<file path="config.mk">
export PLATFORM = sky130hd
export DESIGN_NAME = bounded_deque_with_value_delete_unit
export DESIGN_NICKNAME = d
export VERILOG_FILES = /design/src/bdq_pkg.sv /design/src/bounded_deque_with_value_delete_unit.sv /design/src/bdq_ram.sv /design/src/bdq_ctrl.sv /design/src/bdq_dpath.sv
export SDC_FILE = /design/constraint.sdc
export NUM_CORES = 1
export LEC_CHECK = 0
export CELL_PAD_IN_SITES_DETAIL_PLACEMENT = 1
export CELL_PAD_IN_SITES_GLOBAL_PLACEMENT = 2
export CORE_ASPECT_RATIO = 2
export CORE_MARGIN = 10
export CORE_UTILIZATION = 40
export DETAILED_ROUTE_END_ITERATION = 6
export DONT_BUFFER_PORTS = 1
export PLACE_DENSITY_LB_ADDON = 0.08
export RECOVER_POWER = 50
export SETUP_SLACK_MARGIN = 0.3
export SLEW_MARGIN = 20
export SYNTH_ARGS = -nofsm -noshare
export SYNTH_HDL_FRONTEND = slang
export SYNTH_HIERARCHICAL = 1
export SYNTH_SLANG_ARGS = --single-unit
</file>
<file path="constraint.sdc">
create_clock -name clk -period 6.7 [get_ports clk]
set_clock_uncertainty 0.1 [all_clocks]
set_input_delay 0 -clock clk [delete_from_list [all_inputs] [get_ports clk]]
set_output_delay 0 -clock clk [all_outputs]
set_load 0.005 [all_outputs]
</file>
<file path="src/bdq_pkg.sv">
// Shared types and constants for the bounded deque with delete by value.
package bdq_pkg;

  localparam int CAPACITY_DEFAULT = 16;
  localparam int VALUE_W          = 32;
  localparam int REQ_W            = 3;
  localparam int STATUS_W         = 2;
  localparam int COUNT_W          = 5;

  typedef enum logic [REQ_W-1:0] {
    REQ_PUSH_FRONT = 3'd0,
    REQ_PUSH_BACK  = 3'd1,
    REQ_POP_FRONT  = 3'd2,
    REQ_POP_BACK   = 3'd3,
    REQ_DELETE     = 3'd4
  } req_t;

  typedef enum logic [STATUS_W-1:0] {
    ST_OK        = 2'd0,
    ST_EMPTY     = 2'd1,
    ST_NOT_FOUND = 2'd2,
    ST_FULL      = 2'd3
  } status_t;

  typedef enum logic [1:0] {
    RD_FRONT     = 2'd0,
    RD_TAIL_M1   = 2'd1,
    RD_SLOT_NEXT = 2'd2
  } rd_sel_t;

  typedef enum logic [1:0] {
    WR_FRONT_M1 = 2'd0,
    WR_TAIL     = 2'd1,
    WR_SLOT     = 2'd2
  } wr_sel_t;

  typedef struct packed {
    logic    load;
    logic    finish;
    status_t res_status;
    logic    rd_en;
    rd_sel_t rd_sel;
    logic    wr_en;
    wr_sel_t wr_sel;
    logic    front_inc;
    logic    front_dec;
    logic    cnt_inc;
    logic    cnt_dec;
    logic    scan_init;
    logic    advance;
    logic    cap_removed;
  } cmd_t;

  typedef struct packed {
    req_t req;
    logic full;
    logic empty;
    logic match;
    logic pos_zero;
    logic pos_last;
  } stat_t;

endpackage

</file>
<file path="src/bounded_deque_with_value_delete_unit.sv">
// Top level of the bounded deque with delete by value.
// Each transaction takes one request while busy is low and answers with one
// result, shown for a single cycle under done; the receiver cannot stall.
// The entry store is a single-port-read RAM, and it sets the time: a push
// finishes from the decode state, a pop waits for the RAM read, and a delete
// scans from the front until it matches; when the match is not at the front,
// each value behind the match is then read and written one slot forward. A
// miss scans every entry, and a request on an empty store, a push into a full
// store or an unused code finishes from the decode state. busy drops in the
// cycle that done is high.
module bounded_deque_with_value_delete_unit #(
  parameter int CAPACITY = bdq_pkg::CAPACITY_DEFAULT
) (
  input  logic                               clk,
  input  logic                               rst,
  input  logic                               start,
  output logic                               busy,
  input  logic [bdq_pkg::REQ_W-1:0]          req_type,
  input  logic signed [bdq_pkg::VALUE_W-1:0] value,
  output logic                               done,
  output logic [bdq_pkg::STATUS_W-1:0]       status,
  output logic signed [bdq_pkg::VALUE_W-1:0] removed_value,
  output logic [bdq_pkg::COUNT_W-1:0]        count
);

  bdq_pkg::cmd_t  cmd;
  bdq_pkg::stat_t stat;

  bdq_ctrl u_ctrl (
    .clk  (clk),
    .rst  (rst),
    .start(start),
    .stat (stat),
    .cmd  (cmd),
    .busy (busy)
  );

  bdq_dpath #(
    .CAPACITY(CAPACITY)
  ) u_dpath (
    .clk          (clk),
    .rst          (rst),
    .cmd          (cmd),
    .stat         (stat),
    .req_type     (req_type),
    .value        (value),
    .done         (done),
    .status       (status),
    .removed_value(removed_value),
    .count        (count)
  );

endmodule

</file>
<file path="src/bdq_ram.sv">
// Generic single-write, single-read RAM with registered read data.
module bdq_ram #(
  parameter int WIDTH = 32,
  parameter int DEPTH = 16
) (
  input  logic                     clk,
  input  logic                     we,
  input  logic [$clog2(DEPTH)-1:0] waddr,
  input  logic [WIDTH-1:0]         wdata,
  input  logic                     re,
  input  logic [$clog2(DEPTH)-1:0] raddr,
  output logic [WIDTH-1:0]         rdata
);

  logic [WIDTH-1:0] mem [DEPTH];

  always_ff @(posedge clk) begin
    if (we) begin
      mem[waddr] <= wdata;
    end
    if (re) begin
      rdata <= mem[raddr];
    end
  end

endmodule

</file>
<file path="src/bdq_ctrl.sv">
// Request sequencer: decode, pop, scan and compaction control.
module bdq_ctrl (
  input  logic           clk,
  input  logic           rst,
  input  logic           start,
  input  bdq_pkg::stat_t stat,
  output bdq_pkg::cmd_t  cmd,
  output logic           busy
);

  typedef enum logic [5:0] {
    S_IDLE     = 6'b000001,
    S_DECODE   = 6'b000010,
    S_POP_WAIT = 6'b000100,
    S_SCAN     = 6'b001000,
    S_SHIFT    = 6'b010000,
    S_SHIFT_WR = 6'b100000
  } state_t;

  state_t state;
  state_t state_next;

  always_ff @(posedge clk) begin
    if (rst) begin
      state <= S_IDLE;
    end else begin
      state <= state_next;
    end
  end

  assign busy = (state != S_IDLE);

  always_comb begin
    cmd            = '0;
    cmd.res_status = bdq_pkg::ST_OK;
    state_next     = state;
    unique case (state)
      S_IDLE: begin
        if (start) begin
          cmd.load   = 1'b1;
          state_next = S_DECODE;
        end
      end
      S_DECODE: begin
        state_next = S_IDLE;
        unique case (stat.req) inside
          bdq_pkg::REQ_PUSH_FRONT, bdq_pkg::REQ_PUSH_BACK: begin
            cmd.finish = 1'b1;
            if (stat.full) begin
              cmd.res_status = bdq_pkg::ST_FULL;
            end else begin
              cmd.wr_en   = 1'b1;
              cmd.cnt_inc = 1'b1;
              if (stat.req == bdq_pkg::REQ_PUSH_FRONT) begin
                cmd.wr_sel    = bdq_pkg::WR_FRONT_M1;
                cmd.front_dec = 1'b1;
              end else begin
                cmd.wr_sel = bdq_pkg::WR_TAIL;
              end
            end
          end
          bdq_pkg::REQ_POP_FRONT, bdq_pkg::REQ_POP_BACK: begin
            if (stat.empty) begin
              cmd.finish     = 1'b1;
              cmd.res_status = bdq_pkg::ST_EMPTY;
            end else begin
              cmd.rd_en  = 1'b1;
              cmd.rd_sel = (stat.req == bdq_pkg::REQ_POP_FRONT) ?
                           bdq_pkg::RD_FRONT : bdq_pkg::RD_TAIL_M1;
              state_next = S_POP_WAIT;
            end
          end
          bdq_pkg::REQ_DELETE: begin
            if (stat.empty) begin
              cmd.finish     = 1'b1;
              cmd.res_status = bdq_pkg::ST_EMPTY;
            end else begin
              cmd.rd_en     = 1'b1;
              cmd.rd_sel    = bdq_pkg::RD_FRONT;
              cmd.scan_init = 1'b1;
              state_next    = S_SCAN;
            end
          end
          default: begin
            cmd.finish = 1'b1;
          end
        endcase
      end
      S_POP_WAIT: begin
        cmd.cap_removed = 1'b1;
        cmd.front_inc   = (stat.req == bdq_pkg::REQ_POP_FRONT);
        cmd.cnt_dec     = 1'b1;
        cmd.finish      = 1'b1;
        state_next      = S_IDLE;
      end
      S_SCAN: begin
        if (stat.match) begin
          cmd.cap_removed = 1'b1;
          if (stat.pos_zero) begin
            cmd.front_inc = 1'b1;
            cmd.cnt_dec   = 1'b1;
            cmd.finish    = 1'b1;
            state_next    = S_IDLE;
          end else begin
            state_next = S_SHIFT;
          end
        end else if (stat.pos_last) begin
          cmd.finish     = 1'b1;
          cmd.res_status = bdq_pkg::ST_NOT_FOUND;
          state_next     = S_IDLE;
        end else begin
          cmd.rd_en   = 1'b1;
          cmd.rd_sel  = bdq_pkg::RD_SLOT_NEXT;
          cmd.advance = 1'b1;
        end
      end
      S_SHIFT: begin
        if (stat.pos_last) begin
          cmd.cnt_dec = 1'b1;
          cmd.finish  = 1'b1;
          state_next  = S_IDLE;
        end else begin
          cmd.rd_en  = 1'b1;
          cmd.rd_sel = bdq_pkg::RD_SLOT_NEXT;
          state_next = S_SHIFT_WR;
        end
      end
      S_SHIFT_WR: begin
        cmd.wr_en   = 1'b1;
        cmd.wr_sel  = bdq_pkg::WR_SLOT;
        cmd.advance = 1'b1;
        state_next  = S_SHIFT;
      end
      default: begin
        state_next = S_IDLE;
      end
    endcase
  end

endmodule

</file>
<file path="src/bdq_dpath.sv">
// Datapath: ring pointers, entry store, scan position and result registers.
module bdq_dpath #(
  parameter int CAPACITY = bdq_pkg::CAPACITY_DEFAULT
) (
  input  logic                                 clk,
  input  logic                                 rst,
  input  bdq_pkg::cmd_t                        cmd,
  output bdq_pkg::stat_t                       stat,
  input  logic [bdq_pkg::REQ_W-1:0]            req_type,
  input  logic signed [bdq_pkg::VALUE_W-1:0]   value,
  output logic                                 done,
  output logic [bdq_pkg::STATUS_W-1:0]         status,
  output logic signed [bdq_pkg::VALUE_W-1:0]   removed_value,
  output logic [bdq_pkg::COUNT_W-1:0]          count
);

  localparam int AW = $clog2(CAPACITY);
  localparam int CW = $clog2(CAPACITY + 1);
  localparam int SW = CW + 1;
  localparam logic [AW-1:0] LAST_SLOT = AW'(CAPACITY - 1);
  localparam logic [SW-1:0] CAP_S     = SW'(CAPACITY);
  localparam logic [CW-1:0] CAP_C     = CW'(CAPACITY);

  logic [AW-1:0]                 front;
  logic [CW-1:0]                 cnt;
  logic [AW-1:0]                 pos;
  logic [AW-1:0]                 slot;
  logic [bdq_pkg::REQ_W-1:0]     req_q;
  logic [bdq_pkg::VALUE_W-1:0]   val_q;
  logic [bdq_pkg::VALUE_W-1:0]   removed_q;

  logic [CW-1:0]                 cnt_next;
  logic [bdq_pkg::VALUE_W-1:0]   removed_next;
  logic [AW-1:0]                 front_m1;
  logic [AW-1:0]                 front_p1;
  logic [AW-1:0]                 slot_p1;
  logic [SW-1:0]                 sum;
  logic [SW-1:0]                 sum_m1;
  logic [SW-1:0]                 tail_s;
  logic [SW-1:0]                 tail_m1_s;
  logic [AW-1:0]                 raddr;
  logic [AW-1:0]                 waddr;
  logic [bdq_pkg::VALUE_W-1:0]   wdata;
  logic [bdq_pkg::VALUE_W-1:0]   rdata;

  assign front_m1  = (front == '0) ? LAST_SLOT : front - 1'b1;
  assign front_p1  = (front == LAST_SLOT) ? '0 : front + 1'b1;
  assign slot_p1   = (slot == LAST_SLOT) ? '0 : slot + 1'b1;
  assign sum       = SW'(front) + SW'(cnt);
  assign sum_m1    = sum - 1'b1;
  assign tail_s    = (sum >= CAP_S) ? sum - CAP_S : sum;
  assign tail_m1_s = (sum_m1 >= CAP_S) ? sum_m1 - CAP_S : sum_m1;

  always_comb begin
    unique case (cmd.rd_sel)
      bdq_pkg::RD_FRONT:     raddr = front;
      bdq_pkg::RD_TAIL_M1:   raddr = tail_m1_s[AW-1:0];
      bdq_pkg::RD_SLOT_NEXT: raddr = slot_p1;
      default:               raddr = front;
    endcase
  end

  always_comb begin
    wdata = val_q;
    unique case (cmd.wr_sel)
      bdq_pkg::WR_FRONT_M1: waddr = front_m1;
      bdq_pkg::WR_TAIL:     waddr = tail_s[AW-1:0];
      bdq_pkg::WR_SLOT: begin
        waddr = slot;
        wdata = rdata;
      end
      default:              waddr = front_m1;
    endcase
  end

  bdq_ram #(
    .WIDTH(bdq_pkg::VALUE_W),
    .DEPTH(CAPACITY)
  ) u_ram (
    .clk  (clk),
    .we   (cmd.wr_en),
    .waddr(waddr),
    .wdata(wdata),
    .re   (cmd.rd_en),
    .raddr(raddr),
    .rdata(rdata)
  );

  assign cnt_next     = cnt + CW'(cmd.cnt_inc) - CW'(cmd.cnt_dec);
  assign removed_next = cmd.cap_removed ? rdata : removed_q;

  assign stat.req      = bdq_pkg::req_t'(req_q);
  assign stat.full     = (cnt == CAP_C);
  assign stat.empty    = (cnt == '0);
  assign stat.match    = (rdata == val_q);
  assign stat.pos_zero = (pos == '0);
  assign stat.pos_last = ((CW'(pos) + CW'(1)) == cnt);

  always_ff @(posedge clk) begin
    if (rst) begin
      front <= '0;
      cnt   <= '0;
      done  <= 1'b0;
    end else begin
      cnt  <= cnt_next;
      done <= cmd.finish;
      if (cmd.front_inc) begin
        front <= front_p1;
      end else if (cmd.front_dec) begin
        front <= front_m1;
      end
    end
  end

  always_ff @(posedge clk) begin
    if (cmd.load) begin
      req_q     <= req_type;
      val_q     <= value;
      removed_q <= '0;
    end else begin
      removed_q <= removed_next;
    end
    if (cmd.scan_init) begin
      pos  <= '0;
      slot <= front;
    end else if (cmd.advance) begin
      pos  <= pos + 1'b1;
      slot <= slot_p1;
    end
    if (cmd.finish) begin
      status        <= cmd.res_status;
      removed_value <= $signed(removed_next);
      count         <= bdq_pkg::COUNT_W'(cnt_next);
    end
  end

endmodule

</file>
==> flow_summary.toml, run 1 <==
[power_and_ir_drop]
leakage_nw = 9.622
irDropWorstVdd_v = 0.0001898
total_power_mw = 8.117
pwr_density_cell_nw_per_um2 = 266.8

[floorplan]
fp.dieW_um = 201.8
num_io_pins = 79
die_h_um = 383.6
core-area_sq_um = 65570
rows = 133
start_util = 0.4033
die_area_sq_um = 77410

[detailed_routing]
drt_iter0_markers = 964
via_per_inst = 5.573
vias = 13270
drc_errors = 0
drt_wl_total_mm = 73.07
drt_first_pass_iters = 4
ant_nets = 0
wl_per_cell_um = 30.67

[clocking]
cts_tree = "yes"
worstSkewPairLatency_ns = 0.62
clk_pin_slew_ns = 0.06
numCtsBuffers = 59
clock_path_buffers = 3
postCtsSetupBuffers = 0
cts_root_buffer = "clkbuf_16"
cts_resized = 0
cts_max_level = 2
cts.sinks = 674
cts_hold_buf = 72

[placed_design]
place_hpwl_mm = 44.88
place_ws_ns = 1.094
placed_cell_area_sq_um = 27980
portBuffers = 0
place_congestion = 0.7835
dp.cells = 2205

[setup_path]
cp.required_ns = 6.87
worstSetupPathType = "reg -> reg"
arrival_ns = 5.81
crit_fanout = 17
end_kind = "register"
cp-start-kind = "register"

[outcome]
status = "complete, but fails checks"
violations = "max-capacitance violations, max-slew violations"

[synthesis]
synth_edf_count = 622
synthCells = 1347
syn_avg_cell_area_sq_um = 19.63
ys_warn_count = 6
synth_cell_type_count = 61
synth_nets = 1407
yosysSeqAreaShare = 0.7457
ys_seq_elements = 674
ys_async_sr_fraction = 0
synth_flop_cell = "edfxtp_1"
netlist_area_sq_um = 26440

[global_route]
grt_max_degree = 79
first_global_vias = 14560
antenna_found_initial = 0
grtUsageTotal = 0.1878
overflow = 0
grt_pass1_wl_mm = 105.3

[sta]
fmax_mhz = 177.1
setup_viol = 0
fin_hold_ws_ns = 0.06990
finalHoldViolations = 0
period_needed_ns = 5.646
rsz0062_at_grt = "no"
period_share = 0.8427
maxSlewViolCount = 166
slew_headroom = -1.071
worstMarginPinSlew_ns = 3.106
setup_tns_ns = 0
setup_slack_ns = 1.054

[final_layout]
area_delta_synth_final_pct = 15.04
final_util = 0.4640
layout-drive-gt1-share = 0.1807
fill_cells = 6083
antenna_cells = 0
stdcell_count = 2382
fin_area_sq_um = 30420
final_nets = 1521

[hold_path]
hp-class = "in -> reg"

[flow_run]
cap_violations = 5
[path summary, 6_finish.rpt]
kind / from / endpoint / slack, ns / depth (start not counted)
max: u_ctrl/state[2]$_SDFFE_PP0P_ / u_dpath/u_ram/mem[3][26]$_DFFE_PP_ / 1.05 / 12
min: start / u_ctrl/state[1]$_SDFFE_PP0P_ / 0.07 / 2
max reg2reg: u_ctrl/state[2]$_SDFFE_PP0P_ / u_dpath/u_ram/mem[3][26]$_DFFE_PP_ / 1.05 / 12
min reg2reg: u_dpath/removed_q[13]$_SDFF_PP0_ / u_dpath/removed_value[13]$_DFFE_PP_ / 0.43 / 1
[cell families after synthesis]
family                   after synthesis  synth area share
multiplexers                         197            0.1387
AND/OR/NAND/NOR                      195           0.04013
adder cells (fa/ha/maj)               22           0.01098
flip-flops                           674            0.7457
AO/OA/AOI/OAI                        120           0.03279
buffers and inverters                 91           0.01519
XOR/XNOR                              48           0.01647
[synth_stat cells, types with 3 or more instances]
library cell  number  area (sq um)
o21ai_0            3         15.01
xnor2_1            6         52.55
nor3b_1            3         22.52
nand3_1            8         40.04
dfxtp_1           52          1041
nand3b_1           4         30.03
xor2_1            41         359.1
a31oi_1            4         25.02
inv_1             24         90.09
inv_2              3         11.26
clkbuf_1          28         105.1
mux2_1            63         709.4
a211oi_1           4         30.03
nor3_1            11         55.05
o31ai_1            3         22.52
mux2_2             3         33.78
buf_1             11         41.29
nand2b_1          11         68.82
nand4_1            7         43.79
buf_4              9         67.56
a22oi_1           65         488.0
buf_2             15         75.07
nor2b_1           43         269.0
a21oi_1           17         85.08
o211ai_1           3         22.52
ha_1              20         250.2
edfxtp_1         622         18680
nor2_1            33         123.9
nand2_1           39         146.4
nor4b_1            3         26.28
and3_1             3         18.77
and2_1             5         31.28
a221oi_1           7         61.31
nor4_1            13         81.33
mux4_2           129          2905
[worst max-delay path, cell delays in order, from the launching register on]
cell      delay [ns]
dfxtp_1         0.34
or4_1           0.62
or2_0           0.46
or4_1           0.56
inv_1           0.17
and2_0          0.20
inv_1           0.06
ha_2            0.39
a221oi_1        0.07
a31oi_1         0.67
nand2_1         0.44
nor2_4          0.75
buf_4           0.45
[report_power, final]
group | internal (mW) | total (mW) | switching [mW]
clock | 1.73 | 3.24 | 1.51
combinational | 0.0661 | 0.216 | 0.150
sequential | 4.63 | 4.66 | 0.0215
[state kept, by name, indices dropped and copies added (netlist names), 2 cells and up]
signal and flops:
u_dpath/pos 4, u_dpath/removed_value 32, u_dpath/removed_q 32, u_dpath/status 2
u_dpath/front 4, u_ctrl/state 6, u_dpath/slot 4, u_dpath/count 5
u_dpath/u_ram/rdata 32, u_dpath/cnt 5, u_dpath/u_ram/mem 512, u_dpath/val_q 32
u_dpath/req_q 3
[final cells by class]
class | instances | area, sq um | area share
repair buffers | 117 | 1229 | 0.04039
inverters | 27 | 101.3 | 0.003332
well taps | 877 | 1097 | 0.03607
clock buffers | 75 | 1577 | 0.05182
flip-flops and latches | 674 | 19720 | 0.6482
clock inverters | 30 | 205.2 | 0.006745
multi-input cells | 582 | 6492 | 0.2134
[routing by layer]
layer,vias up,track usage,part of all wire
li1,5675,-,-
met1,7230,0.2115,0.38
met2,283,0.3560,0.56
met3,86,0.02406,0.036
met4,0,0.06329,0.028
met5,-,0,0
[layout by cell type (no fill, tap or decap), types with 6 or more instances in the layout]
cell,count
nor2_4,13
nand2b_1,11
nor2b_1,41
nor4_1,13
mux2_1,66
nor3_1,7
xnor2_1,6
a21oi_1,15
nand3_1,8
mux4_2,129
inv_1,25
nor2_1,20
nand4_1,7
clkinv_1,14
dlygate4sd3_1,72
edfxtp_1,622
xor2_1,41
clkinv_2,7
clkbuf_16,59
nand2_1,39
buf_12,16
a221oi_1,7
clkbuf_1,20
ha_1,19
a22oi_1,65
buf_4,21
dfxtp_1,52
No activity file was read; power rests on OpenSTA's default activity.
==> inputs of run 2 (changes only) <==
==> constraint.sdc (replaced) <==
create_clock -name clk -period 5.6 [get_ports clk]
set_clock_uncertainty 0.1 [all_clocks]
set_input_delay 0 -clock clk [delete_from_list [all_inputs] [get_ports clk]]
set_output_delay 0 -clock clk [all_outputs]
set_load 0.005 [all_outputs]
==> flow_summary.toml, run 2 (synthesis gave the netlist of run 1 again) <==
[outcome]
status = "complete, but fails checks"
violations = "max-capacitance violations, max-slew violations"

[final_layout]
final_nets = 1530
fin_area_sq_um = 30850
final_util = 0.4705
area_delta_synth_final_pct = 16.67
final_common_cell = "edfxtp_1"
largest_register_ffs = 512
final_cell_mix = "edfxtp_1, mux4_2, dlygate4sd3_1, mux2_1, a22oi_1"
top_register = "u_dpath/u_ram/mem"
layout-drive-gt1-share = 0.1979
antenna_cells = 0

[setup_path]
arrival_ns = 5.22
cp-start-kind = "register"
critPathSlowestCell = "a21oi_1"
cp_top_family = "simple AND/OR/NAND/NOR gates"
worstSetupPathType = "reg -> reg"
cp.required_ns = 5.75
path_cells = "or4_1 > or2_0 > or4_1 > inv_1 > and2_0 > inv_1 > ha_2 > a221oi_1 > a21oi_1 > nand2b_1 > nor2_4 > buf_4"
path_buf_inv = 3
crit_fanout = 22
end_kind = "register"
cp_slowest_stage_delay_ns = 0.69

[placed_design]
portBuffers = 0
place_hpwl_mm = 42.01
placed_cell_area_sq_um = 28150
place_congestion = 0.7815

[global_route]
grt.busiest_layer = "met2"
first_global_vias = 14630
grtUsageTotal = 0.1873
grt.met2_usage = 0.3470
antenna_found_initial = 1
grt_pass1_wl_mm = 105.2
overflow = 0
globalRouteMet1Util = 0.2233
grt_use_met3 = 0.02127
grt_max_degree = 68

[flow_run]
cap_violations = 3

[sta]
slew_headroom = -0.4004
worstMarginPinSlew_ns = 2.083
fmax_mhz = 197.3
finalHoldViolations = 0
period_share = 0.9049
maxSlewViolCount = 46
setup_viol = 0
rsz0062_at_grt = "no"
period_needed_ns = 5.068

[floorplan]
fp.dieW_um = 201.8
core-area_sq_um = 65570
start_util = 0.4033
rows = 133
die_area_sq_um = 77410
die_h_um = 383.6
num_io_pins = 79

[clocking]
cts_max_level = 2
cts_tree = "yes"
numCtsBuffers = 60
clk_pin_slew_ns = 0.06
worstSkewPairLatency_ns = 0.64
cts.sinks = 674
cts_root_buffer = "clkbuf_16"
clock_path_buffers = 3

[detailed_routing]
via_per_inst = 5.564
drt_first_pass_iters = 5
wl_per_cell_um = 30.28
ant_nets = 0
drt_iter0_markers = 968
drt_wl_total_mm = 72.62
drc_errors = 0
vias = 13340

[power_and_ir_drop]
leakage_nw = 9.865
irDropWorstVdd_v = 0.0002918
total_power_mw = 10.12
pwr_density_cell_nw_per_um2 = 327.9

[hold_path]
hp-class = "in -> reg"
## run 2: changes by cell type in the layout (fill, tap and decap cells not counted), moves of 2 or more
cell       previous run  this run
buf_12               16        23
buf_4                21        26
clkbuf_8              4         6
nor3_2                4         2
clkinv_2              7        11
clkinv_4              2         0
inv_6                 2         4
clkbuf_2              0         2
clkinv_1             14        10
bufinv_16             2         8
nor3_4                0         2
clkbuf_1             20        12
## run 2: cell type report
| cell class | count | area (sq um) |
|---|---|---|
| Fill cell | 6025 | 34710 |
| Sequential cell | 674 | 19720 |
| Multi-Input combinational cell | 582 | 6511 |
| Clock buffer | 76 | 1622 |
| Timing Repair Buffer | 125 | 1394 |
| Tap cell | 877 | 1097 |
| Clock inverter | 37 | 406.6 |
| Inverter | 27 | 101.3 |
## run 2: path summary, 6_finish.rpt
path	from	end	slack, ns	depth (start not counted)
setup / recovery	u_ctrl/state[2]$_SDFFE_PP0P_	u_dpath/u_ram/mem[10][8]$_DFFE_PP_	0.53	12
hold / removal	start	u_ctrl/state[1]$_SDFFE_PP0P_	0.06	2
setup reg to reg	u_ctrl/state[2]$_SDFFE_PP0P_	u_dpath/u_ram/mem[10][8]$_DFFE_PP_	0.53	12
hold reg to reg	u_dpath/removed_q[20]$_SDFF_PP0_	u_dpath/removed_value[20]$_DFFE_PP_	0.43	1
## run 2: power by group
| group | leakage (nW) | switching, mW | total (mW) | internal (mW) |
|---|---|---|---|---|
| clock network | 0.992 | 1.87 | 4.29 | 2.42 |
| logic | 2.79 | 0.173 | 0.253 | 0.0805 |
| registers | 6.08 | 0.0280 | 5.57 | 5.54 |
| total | 9.87 | 2.07 | 10.1 | 8.04 |
## run 2: layer usage
layer / wire length (um) / vias to the layer above / part of all wire
met4: 1845 / 0 / 0.025
li1: - / 5702 / -
met1: 28730 / 7248 / 0.40
met2: 39540 / 301 / 0.54
met5: 0 / - / 0
met3: 2512 / 92 / 0.035
## run 2: stage by stage
stage | cells | TNS (ns) | hold slack [ns] | worst slack [ns]
after CTS | 2397 | 0 | 0.03889 | 0.6151
after detailed placement | 2212 | 0 | -0.01824 | 0.6517
after floorplan | 1347 | -9.687 | -0.001131 | -0.1514
final | 2398 | 0 | 0.06394 | 0.5323
after global placement | 2211 | 0 | -0.02056 | 0.05478
after global routing | 2398 | 0 | 0.07364 | 0.3297
## run 2: timing repair
action,4_1_cts,5_1_grt
endpoints found under the hold margin,78,0
setup buffers,0,0
hold buffers,72,0
gates resized for setup,0,0
